$ cat config.mk
export PLATFORM = sky130hd
export DESIGN_NAME = upc_e_upc_a_convert_flat
export DESIGN_NICKNAME = d
export VERILOG_FILES = /design/src/sv/upce_pkg.sv /design/src/sv/upce_in_if.sv /design/src/sv/upce_out_if.sv /design/src/sv/upc_e_upc_a_convert.sv /design/src/flat_wrapper.sv
export SDC_FILE = /design/constraint.sdc
export NUM_CORES = 1
export LEC_CHECK = 0
export ABC_AREA = 1
export BUFFER_PORTS_ARGS = -buffer_cell sky130_fd_sc_hd__buf_2
export CAP_MARGIN = 20
export CORE_UTILIZATION = 55
export DETAILED_ROUTE_END_ITERATION = 12
export PLACE_DENSITY = 0.87
export RECOVER_POWER = 25
export SETUP_SLACK_MARGIN = 0.15
export SYNTH_ARGS = -nofsm -noshare
export SYNTH_HDL_FRONTEND = slang
export SYNTH_SLANG_ARGS = --single-unit
$ cat constraint.sdc
create_clock -name clk -period 8.35 [get_ports clk]
set_input_delay 0.835 -clock clk [delete_from_list [all_inputs] [get_ports clk]]
set_output_delay 0.835 -clock clk [all_outputs]
set_load 0.02 [all_outputs]
$ cat src/sv/upce_pkg.sv
package upce_pkg;

	localparam int unsigned NIB_W   = 4;
	localparam int unsigned UPCA_N  = 12;
	localparam int unsigned UPCE_N  = 8;
	localparam int unsigned WORD_W  = UPCA_N * NIB_W;
	localparam int unsigned UPCE_W  = UPCE_N * NIB_W;
	localparam int unsigned SUM_W   = 8;

	localparam logic [NIB_W-1:0] DIG_NINE  = 4'd9;
	localparam logic [NIB_W-1:0] DIG_THREE = 4'd3;
	localparam logic [NIB_W-1:0] DIG_FOUR  = 4'd4;
	localparam logic [NIB_W-1:0] DIG_ZERO  = 4'd0;

	localparam logic OP_EXPAND   = 1'b0;
	localparam logic OP_COMPRESS = 1'b1;

	typedef logic [NIB_W-1:0]  digit_t;
	typedef logic [WORD_W-1:0] upca_t;
	typedef logic [UPCE_W-1:0] upce_t;
	typedef logic [SUM_W-1:0]  csum_t;

	// Digit i of a 12-digit word, first digit in the top nibble.
	function automatic digit_t a_dig(upca_t w, int unsigned i);
		return w[WORD_W-1-NIB_W*i -: NIB_W];
	endfunction

	function automatic digit_t e_dig(upce_t w, int unsigned i);
		return w[UPCE_W-1-NIB_W*i -: NIB_W];
	endfunction

	// Per nibble: 1 where the nibble holds a decimal digit.
	function automatic logic [UPCA_N-1:0] dec_flags(upca_t w);
		logic [UPCA_N-1:0] f;
		for (int i = 0; i < UPCA_N; i++)
			f[i] = (w[NIB_W*i +: NIB_W] <= DIG_NINE);
		return f;
	endfunction

	// Zero-insertion pattern picked by the sixth body digit.
	function automatic upca_t expand(upce_t e);
		digit_t ns, b1, b2, b3, b4, b5, b6, ck;
		upca_t  a;
		ns = e_dig(e, 0);
		b1 = e_dig(e, 1);
		b2 = e_dig(e, 2);
		b3 = e_dig(e, 3);
		b4 = e_dig(e, 4);
		b5 = e_dig(e, 5);
		b6 = e_dig(e, 6);
		ck = e_dig(e, 7);
		case (b6)
			4'd0, 4'd1, 4'd2: a = {ns, b1, b2, b6, DIG_ZERO, DIG_ZERO, DIG_ZERO, DIG_ZERO,
				b3, b4, b5, ck};
			DIG_THREE: a = {ns, b1, b2, b3, DIG_ZERO, DIG_ZERO, DIG_ZERO, DIG_ZERO,
				DIG_ZERO, b4, b5, ck};
			DIG_FOUR: a = {ns, b1, b2, b3, b4, DIG_ZERO, DIG_ZERO, DIG_ZERO,
				DIG_ZERO, DIG_ZERO, b5, ck};
			default: a = {ns, b1, b2, b3, b4, b5, DIG_ZERO, DIG_ZERO,
				DIG_ZERO, DIG_ZERO, b6, ck};
		endcase
		return a;
	endfunction

endpackage

$ cat src/sv/upce_in_if.sv
interface upce_in_if;
	import upce_pkg::*;

	logic  valid;
	logic  ready;
	logic  operation;
	upca_t digits;

	modport source (output valid, output operation, output digits, input ready);
	modport sink (input valid, input operation, input digits, output ready);
endinterface

$ cat src/sv/upce_out_if.sv
interface upce_out_if;
	import upce_pkg::*;

	logic  valid;
	logic  ready;
	logic  ok;
	upca_t result_digits;

	modport source (output valid, output ok, output result_digits, input ready);
	modport sink (input valid, input ok, input result_digits, output ready);
endinterface

$ cat src/sv/upc_e_upc_a_convert.sv
// channel  | direction | payload
// in_ch    | sink      | operation (1), digits (48)
// out_ch   | source    | ok (1), result_digits (48)
//
// Three register stages: operand decode and candidate match, weighted check
// sum, mod-10 check and result register. One code enters per cycle unless
// the output stalls. All stages advance together whenever the result register
// is empty or being taken, so a stall holds every stage in place.
// Reset clears the stage valid bits only.
module upc_e_upc_a_convert (
	input logic           clk,
	input logic           arst_n,
	upce_in_if.sink       in_ch,
	upce_out_if.source    out_ch
);
	import upce_pkg::*;

	logic adv;

	// stage 1 inputs
	upca_t             in_w;
	upca_t             exp_w;
	logic [UPCA_N-1:0] dec;
	upce_t             cand [4];
	logic [3:0]        hit;
	upce_t             pick;
	logic              pre;
	upca_t             chk_w;
	upca_t             res_w;

	logic  v_s1, pre_s1;
	upca_t chk_s1, res_s1;

	csum_t  sum;
	logic   v_s2, pre_s2;
	csum_t  sum_s2;
	digit_t ck_s2;
	upca_t  res_s2;

	logic [15:0]     q_prod;
	logic [4:0]      quo;
	csum_t           rem_w;
	logic [NIB_W:0]  tot;
	logic            chk;

	logic  v_s3, ok_s3;
	upca_t res_s3;

	assign adv         = !v_s3 || out_ch.ready;
	assign in_ch.ready = adv;

	assign in_w = in_ch.digits;
	assign dec  = dec_flags(in_w);
	assign exp_w = expand(in_w[UPCE_W-1:0]);

	always_comb begin
		cand[0] = {a_dig(in_w, 0), a_dig(in_w, 1), a_dig(in_w, 2), a_dig(in_w, 8),
			a_dig(in_w, 9), a_dig(in_w, 10), a_dig(in_w, 3), a_dig(in_w, 11)};
		cand[1] = {a_dig(in_w, 0), a_dig(in_w, 1), a_dig(in_w, 2), a_dig(in_w, 3),
			a_dig(in_w, 9), a_dig(in_w, 10), DIG_THREE, a_dig(in_w, 11)};
		cand[2] = {a_dig(in_w, 0), a_dig(in_w, 1), a_dig(in_w, 2), a_dig(in_w, 3),
			a_dig(in_w, 4), a_dig(in_w, 10), DIG_FOUR, a_dig(in_w, 11)};
		cand[3] = {a_dig(in_w, 0), a_dig(in_w, 1), a_dig(in_w, 2), a_dig(in_w, 3),
			a_dig(in_w, 4), a_dig(in_w, 5), a_dig(in_w, 10), a_dig(in_w, 11)};
		// candidates are decimal whenever the input is, so only the round trip counts
		for (int k = 0; k < 4; k++)
			hit[k] = (expand(cand[k]) == in_w);
		pick = cand[3];
		for (int k = 2; k >= 0; k--)
			if (hit[k])
				pick = cand[k];
	end

	always_comb begin
		if (in_ch.operation == OP_EXPAND) begin
			pre   = (&dec[UPCE_N-1:0]) && (e_dig(in_w[UPCE_W-1:0], 0) <= 4'd1);
			chk_w = exp_w;
			res_w = exp_w;
		end else begin
			pre   = (&dec) && (a_dig(in_w, 0) <= 4'd1) && (|hit);
			chk_w = in_w;
			res_w = {{(WORD_W-UPCE_W){1'b0}}, pick};
		end
	end

	always_ff @(posedge clk or negedge arst_n) begin
		if (!arst_n) begin
			v_s1 <= 1'b0;
		end else if (adv) begin
			v_s1 <= in_ch.valid;
		end
	end

	always_ff @(posedge clk) begin
		if (adv) begin
			pre_s1 <= pre;
			chk_s1 <= chk_w;
			res_s1 <= res_w;
		end
	end

	// weights 3,1,3,... from the digit next to the check digit leftwards
	always_comb begin
		sum = '0;
		for (int i = 0; i < UPCA_N - 1; i++)
			if ((i % 2) == 0)
				sum = sum + SUM_W'(a_dig(chk_s1, i)) * SUM_W'(3);
			else
				sum = sum + SUM_W'(a_dig(chk_s1, i));
	end

	always_ff @(posedge clk or negedge arst_n) begin
		if (!arst_n) begin
			v_s2 <= 1'b0;
		end else if (adv) begin
			v_s2 <= v_s1;
		end
	end

	always_ff @(posedge clk) begin
		if (adv) begin
			pre_s2 <= pre_s1;
			sum_s2 <= sum;
			ck_s2  <= a_dig(chk_s1, UPCA_N - 1);
			res_s2 <= res_s1;
		end
	end

	// sum / 10 by reciprocal, exact for every 8-bit sum
	assign q_prod = 16'(sum_s2) * 16'd205;
	assign quo    = q_prod[15:11];
	assign rem_w  = sum_s2 - ({3'b000, quo} << 3) - ({3'b000, quo} << 1);
	assign tot    = {1'b0, rem_w[NIB_W-1:0]} + {1'b0, ck_s2};
	assign chk    = (tot == 5'd0) || (tot == 5'd10);

	always_ff @(posedge clk or negedge arst_n) begin
		if (!arst_n) begin
			v_s3 <= 1'b0;
		end else if (adv) begin
			v_s3 <= v_s2;
		end
	end

	always_ff @(posedge clk) begin
		if (adv) begin
			ok_s3  <= pre_s2 && chk;
			res_s3 <= (pre_s2 && chk) ? res_s2 : '0;
		end
	end

	assign out_ch.valid         = v_s3;
	assign out_ch.ok            = ok_s3;
	assign out_ch.result_digits = res_s3;

endmodule
$ cat src/flat_wrapper.sv
// flat-port wrapper written by rule: the top's interface ports become plain ports
module upc_e_upc_a_convert_flat import upce_pkg::*;
  (clk, arst_n, in_ch_valid, in_ch_operation, in_ch_digits, in_ch_ready, out_ch_valid, out_ch_ok, out_ch_result_digits, out_ch_ready);
  upce_in_if in_ch_i ();
  upce_out_if out_ch_i ();
  input logic clk;
  input logic arst_n;
  input wire logic [$bits(in_ch_i.valid)-1:0] in_ch_valid;
  input wire logic [$bits(in_ch_i.operation)-1:0] in_ch_operation;
  input wire logic [$bits(in_ch_i.digits)-1:0] in_ch_digits;
  output wire logic [$bits(in_ch_i.ready)-1:0] in_ch_ready;
  output wire logic [$bits(out_ch_i.valid)-1:0] out_ch_valid;
  output wire logic [$bits(out_ch_i.ok)-1:0] out_ch_ok;
  output wire logic [$bits(out_ch_i.result_digits)-1:0] out_ch_result_digits;
  input wire logic [$bits(out_ch_i.ready)-1:0] out_ch_ready;
  assign in_ch_i.valid = in_ch_valid;
  assign in_ch_i.operation = in_ch_operation;
  assign in_ch_i.digits = in_ch_digits;
  assign in_ch_ready = in_ch_i.ready;
  assign out_ch_valid = out_ch_i.valid;
  assign out_ch_ok = out_ch_i.ok;
  assign out_ch_result_digits = out_ch_i.result_digits;
  assign out_ch_i.ready = out_ch_ready;
  upc_e_upc_a_convert u_core (.clk(clk), .arst_n(arst_n), .in_ch(in_ch_i), .out_ch(out_ch_i));
endmodule
## After elaboration in Yosys (flattened, before gate mapping)

Index checks and enable logic that the tools add are counted.

- Flip-flop bits (word level): 210
- Input port bits: 53
- Word-level logic and storage cells: 84

- Add/sub/neg operators: 13
- Multiply operators: 7
- Order comparisons: 14
- Equality and inequality tests: 11
- Muxes and demuxes: 9
- Reduce and logical (&&, ||, !) cells: 17

Operators with widths:

| kind | count |
|---|---|
| $pmux W36 S3 | 3 |
| $eq A48 B48 Y1 | 2 |
| $le A4 B4 Y1 const B | 12 |
| $mux W48 | 1 |
| $add A8 B6 Y8 | 5 |
| $logic_not A20 Y1 | 2 |
| $mul A4 B2 Y6 const B | 6 |
| $add A8 B4 Y8 | 4 |
| $mux W32 | 1 |
| $mux W20 | 1 |
| $eq A4 B2 Y1 const B | 4 |
| $mux W16 | 1 |
| $mul A8 B8 Y14 const B | 1 |
| $mux W12 | 1 |
| $reduce_and A12 Y1 | 1 |
| $eq A4 B1 Y1 const B | 2 |
| $eq A4 B3 Y1 const B | 2 |
| $le A4 B1 Y1 const B | 2 |
| $logic_not A4 Y1 | 2 |
| $reduce_and A8 Y1 | 1 |
| $sub A4 B4 Y4 | 2 |
| $add A6 B4 Y7 | 1 |
| $reduce_or A3 Y1 | 2 |
| $add A4 B4 Y5 | 1 |
| 7 further kinds | 11 |

## Logic depth before layout (Yosys ltp)

- Depth in word-level cells: 11
- Depth in mapped cells: 29
- Gate-level depth less buffers: 27

## Least setup slack after synthesis

OpenSTA, ideal clock, no wires.

- Path kind: input to output
- From: input out_ch_ready
- To: output in_ch_ready
- Arrival: 5.238 ns
- Required time: 7.515 ns
- Setup slack: 2.277 ns
- Cell stages on the path: 2
- Buffers on the path: 0
- Cells stage by stage: inv_1 -> nand2_1

- Longest elaborated chain between the ends: 1

RTL lines:

| element | line | source |
|---|---|---|
| from (decl) | flat_wrapper.sv:15 | `input wire logic [$bits(out_ch_i.ready)-1:0] out_ch_ready;` |
| $logic_or A1 B1 Y1 | upc_e_upc_a_convert.sv:49 | `assign adv = !v_s3 \|\| out_ch.ready;` |
| to (decl) | flat_wrapper.sv:11 | `output wire logic [$bits(in_ch_i.ready)-1:0] in_ch_ready;` |

Every way passes these cells.

## Final worst setup path

- From: register u_core.chk_s1[44]
- To: register u_core.sum_s2[7], data pin

- Longest elaborated chain between the ends: 11

RTL lines:

| element | line | source |
|---|---|---|
| from (decl) | upc_e_upc_a_convert.sv:32 | `upca_t chk_s1, res_s1;` |
| from (signal assigned) | upc_e_upc_a_convert.sv:97 | `chk_s1 <= chk_w;` |
| $mul A4 B2 Y6 | upc_e_upc_a_convert.sv:107 | `sum = sum + SUM_W'(a_dig(chk_s1, i)) * SUM_W'(3);` |
| $add A6 B4 Y7 | upc_e_upc_a_convert.sv:109 | `sum = sum + SUM_W'(a_dig(chk_s1, i));` |
| $add A8 B6 Y8 | upc_e_upc_a_convert.sv:107 |  |
| $add A8 B4 Y8 | upc_e_upc_a_convert.sv:109 |  |
| $add A8 B6 Y8 | upc_e_upc_a_convert.sv:107 |  |
| $add A8 B4 Y8 | upc_e_upc_a_convert.sv:109 |  |
| $add A8 B6 Y8 | upc_e_upc_a_convert.sv:107 |  |
| $add A8 B4 Y8 | upc_e_upc_a_convert.sv:109 |  |
| $add A8 B6 Y8 | upc_e_upc_a_convert.sv:107 |  |
| $add A8 B4 Y8 | upc_e_upc_a_convert.sv:109 |  |
| $add A8 B6 Y8 | upc_e_upc_a_convert.sv:107 |  |
| named net u_core.sum[7] | upc_e_upc_a_convert.sv:34 | `csum_t sum;` |
| to (signal assigned) | upc_e_upc_a_convert.sv:123 | `sum_s2 <= sum;` |
| to (decl) | upc_e_upc_a_convert.sv:36 | `csum_t sum_s2;` |

The timed path passes the listed nets, and every way through them passes these cells.
A chain may end at the register's enable or synchronous reset.

==> impl_metrics.tcl <==
set metrics [dict create \
    synth_top_family_by_area "adder cells" \
    clock_path_buffers 3 \
    fp.dieH_um 143 \
    drt_iter0_markers 607 \
    start_util 0.562 \
    yosysUniqueCellTypes 38 \
    r2r_cells 21 \
    slew_headroom -1.08 \
    routed_wl_um 22800 \
    cp_slowest_cell "fa_1" \
    synth_compound_area_frac 0.0415 \
    path_clk_slew_ns 0.07 \
    hp-class "in2async" \
    crit_cells 21 \
    track_usage 0.229 \
    rsz0062_at_grt "no" \
    cts_tree "built" \
    synth_warnings 0 \
    post-route-period-util 0.738 \
    crit_buf_inv 4 \
    async_flop_share 0.0149 \
    die-area_mm2 0.0205 \
    diodes 0 \
    post_drt_wl_per_cell_um 16.7 \
    crit_required_ns 8.60 \
    regToRegEndpoint "u_core.sum_s2[7]" \
    worst_pin_slew_ns 3.12 \
    post_cts_buffers 0 \
    clk_latency_ns 0.50 \
    fin_crit_ns 6.17 \
    ys_seq_area_frac 0.551 \
    max-cap-violations 2 \
    maxSlewViolCount 148 \
    io_pins 104 \
    multiInputGateArea_mm2 0.00399 \
    yosys.area_share.simple 0.113 \
    synth_top_flop_cell "edfxtp_1" \
    dp_hpwl_um 17100 \
    cts_hold_buf 0 \
    area_delta_synth_final_pct 13.3 \
    hold_viol_final 0 \
    grt_max_degree 77 \
    firstDrtPassIters 6 \
    synth_xor_area_frac 0.0144 \
    crit_path_frequent_cell "fa_1" \
    arrival_ns 6.42 \
    cp-startpoint "u_core.chk_s1[44]" \
    dieWidth_um 143 \
    ff_latch_area_mm2 0.00605 \
    start_kind "register" \
    synth-seq-cells 202 \
    synth_cells 979 \
    syn-num-nets 1163 \
    row_count 51 \
    vias_per_cell 5.21 \
    max_stage_delay_ns 0.59 \
    path_class "reg2reg" \
    end_kind "register" \
    antenna_found_initial 0 \
    setup_viol 0 \
    port_buffers 103 \
    path_max_fanout 2 \
    place.gp.congestion 0.934 \
    synth_adder_area_share 0.194 \
    tns_ns 0 \
    synth-edff-count 199 \
    fmax_mhz 162 \
    path_cells "fa_1 -> ha_1 -> fa_1 -> xor2_1 -> fa_1 -> inv_1 -> fa_1 -> fa_1 -> fa_1 -> inv_1 -> fa_1 -> inv_1 -> fa_1 -> inv_1 -> ha_1 -> nand3_1 -> nand2_1 -> a21oi_1 -> nor2_1 -> nor2_1 -> xor2_1" \
    critPathTopFamily "adder cells" \
    grt_pass1_vias 6859 \
    regToRegStartpoint "u_core.chk_s1[44]" \
    nNetsFinal 1274 \
    reg2reg_slack_ns 2.18 \
    drc 0 \
    antenna_left 0 \
    gr-total-overflow 0 \
    netlist_area_mm2 0.0110 \
    core_area_mm2 0.0195 \
    clock_sinks 202 \
    fillers 1460 \
    numCtsBuffers 20 \
    finClkSkew_ns 0.0109 \
    muxShareOfSynthArea 0.00103 \
    vias 7129 \
    status "finished, violations left" \
    failed_checks "max-capacitance violations, max-slew violations" \
    syn_area_per_cell_um2 11.2 \
    cts_root_buf "clkbuf_16" \
    htreeDepth 1 \
    cts_resized 0 \
    grt_pass1_wl_um 35200 \
    critPathCapture "u_core.sum_s2[7]" \
    drive_gt1_frac 0.136 \
]
metal layers:
metal  track usage  up-vias  share of wire  routed length, um
li1              -     3371              -                  -
met1         0.312     3402           0.42               9610
met2         0.390      310           0.48              11000
met3        0.0372       46          0.075               1720
met4        0.0476        0          0.020                455
met5             0        -              0                  0
cell families after synthesis:
family | Yosys count
multiplexers | 1
XOR/XNOR | 18
flip-flops | 202
AND/OR/NAND/NOR | 296
adder cells (fa/ha/maj) | 131
AO/OA/AOI/OAI | 85
buffers and inverters | 246
cells in the mapped netlist (2+ instances only):
library cell  number  share of area
xnor2_1            7         0.0056
o211ai_1           5         0.0034
buf_1              5         0.0017
xor2_1            11         0.0088
nor3_1             2        0.00091
ha_1              66          0.075
o22ai_1            4         0.0023
nor2_4             2         0.0021
clkbuf_1           7         0.0024
a21oi_1           21         0.0096
dfrtp_1            3         0.0068
fa_1              65           0.12
nand2_1          126          0.043
inv_2              7         0.0024
buf_2              4         0.0018
nor2_1           106          0.036
nand4_1            9         0.0051
edfxtp_1         199           0.54
nand3_1           43          0.020
o21ai_0           47          0.021
nand2_2            2         0.0011
inv_1            220          0.075
o21ai_1            3         0.0014
flip-flops by register name (all words and copies together) (netlist names):
name and cells:
u_core.pre_s1 1, u_core.out_ch.ok 1, u_core.res_s2 48, u_core.chk_s1 48, u_core.out_ch.result_digits 48, u_core.out_ch.valid 1, u_core.sum_s2 8, u_core.pre_s2 1
u_core.v_s2 1, u_core.v_s1 1, u_core.res_s1 44
through the flow:
step           area, um^2   util  setup WS (ns)  cells  hold slack (ns)
6_report            12400  0.637           2.18   1369            0.145
5_1_grt             12400  0.637           1.92   1369            0.142
4_1_cts             12500  0.638           2.18   1369            0.123
3_5_place_dp        11800  0.603           2.18   1333            0.405
3_3_place_gp        11800  0.603           2.37   1333            0.401
2_1_floorplan       11000      -           2.28    979            0.400
worst min-delay path by stage:
stage                              to              start
floorplan               u_core.pre_s2      u_core.pre_s1
global placement     u_core.res_s2[1]   u_core.chk_s1[1]
detailed placement  u_core.res_s2[20]  u_core.res_s1[20]
CTS                       u_core.v_s2             arst_n
global route              u_core.v_s1             arst_n
finish                    u_core.v_s2             arst_n
cells in the final DEF, fill, tap and decap left out, drive strengths merged:
master and instances:
dfrtp 3, clkbuf 27, buf 101, a22oi 1, o21bai 1, inv 229
clkinvlp 2, mux2 1, bufinv 2, clkinv 10, o21a 1, and2 1
o22ai 4, fa 65, nand4 9, xor2 11, ha 66, nor4 1
o211ai 5, nor3b 1, nand2 128, o21ai 50, nor3 2, o31ai 1
nor2 109, xnor2 7, edfxtp 199, a21oi 21, a21o 1, nand3 45
final cells by class:
type | instances | area share
multi-input combinational | 531 | 0.321
inverter | 228 | 0.0688
tap | 265 | 0.0267
timing repair buffer | 107 | 0.0431
clock inverter | 15 | 0.0133
clock buffer | 21 | 0.0405
sequential | 202 | 0.487
Power is left out: the tool's default activity adds up to more than one toggle a clock period on the data nets, which glitch-free logic cannot reach.
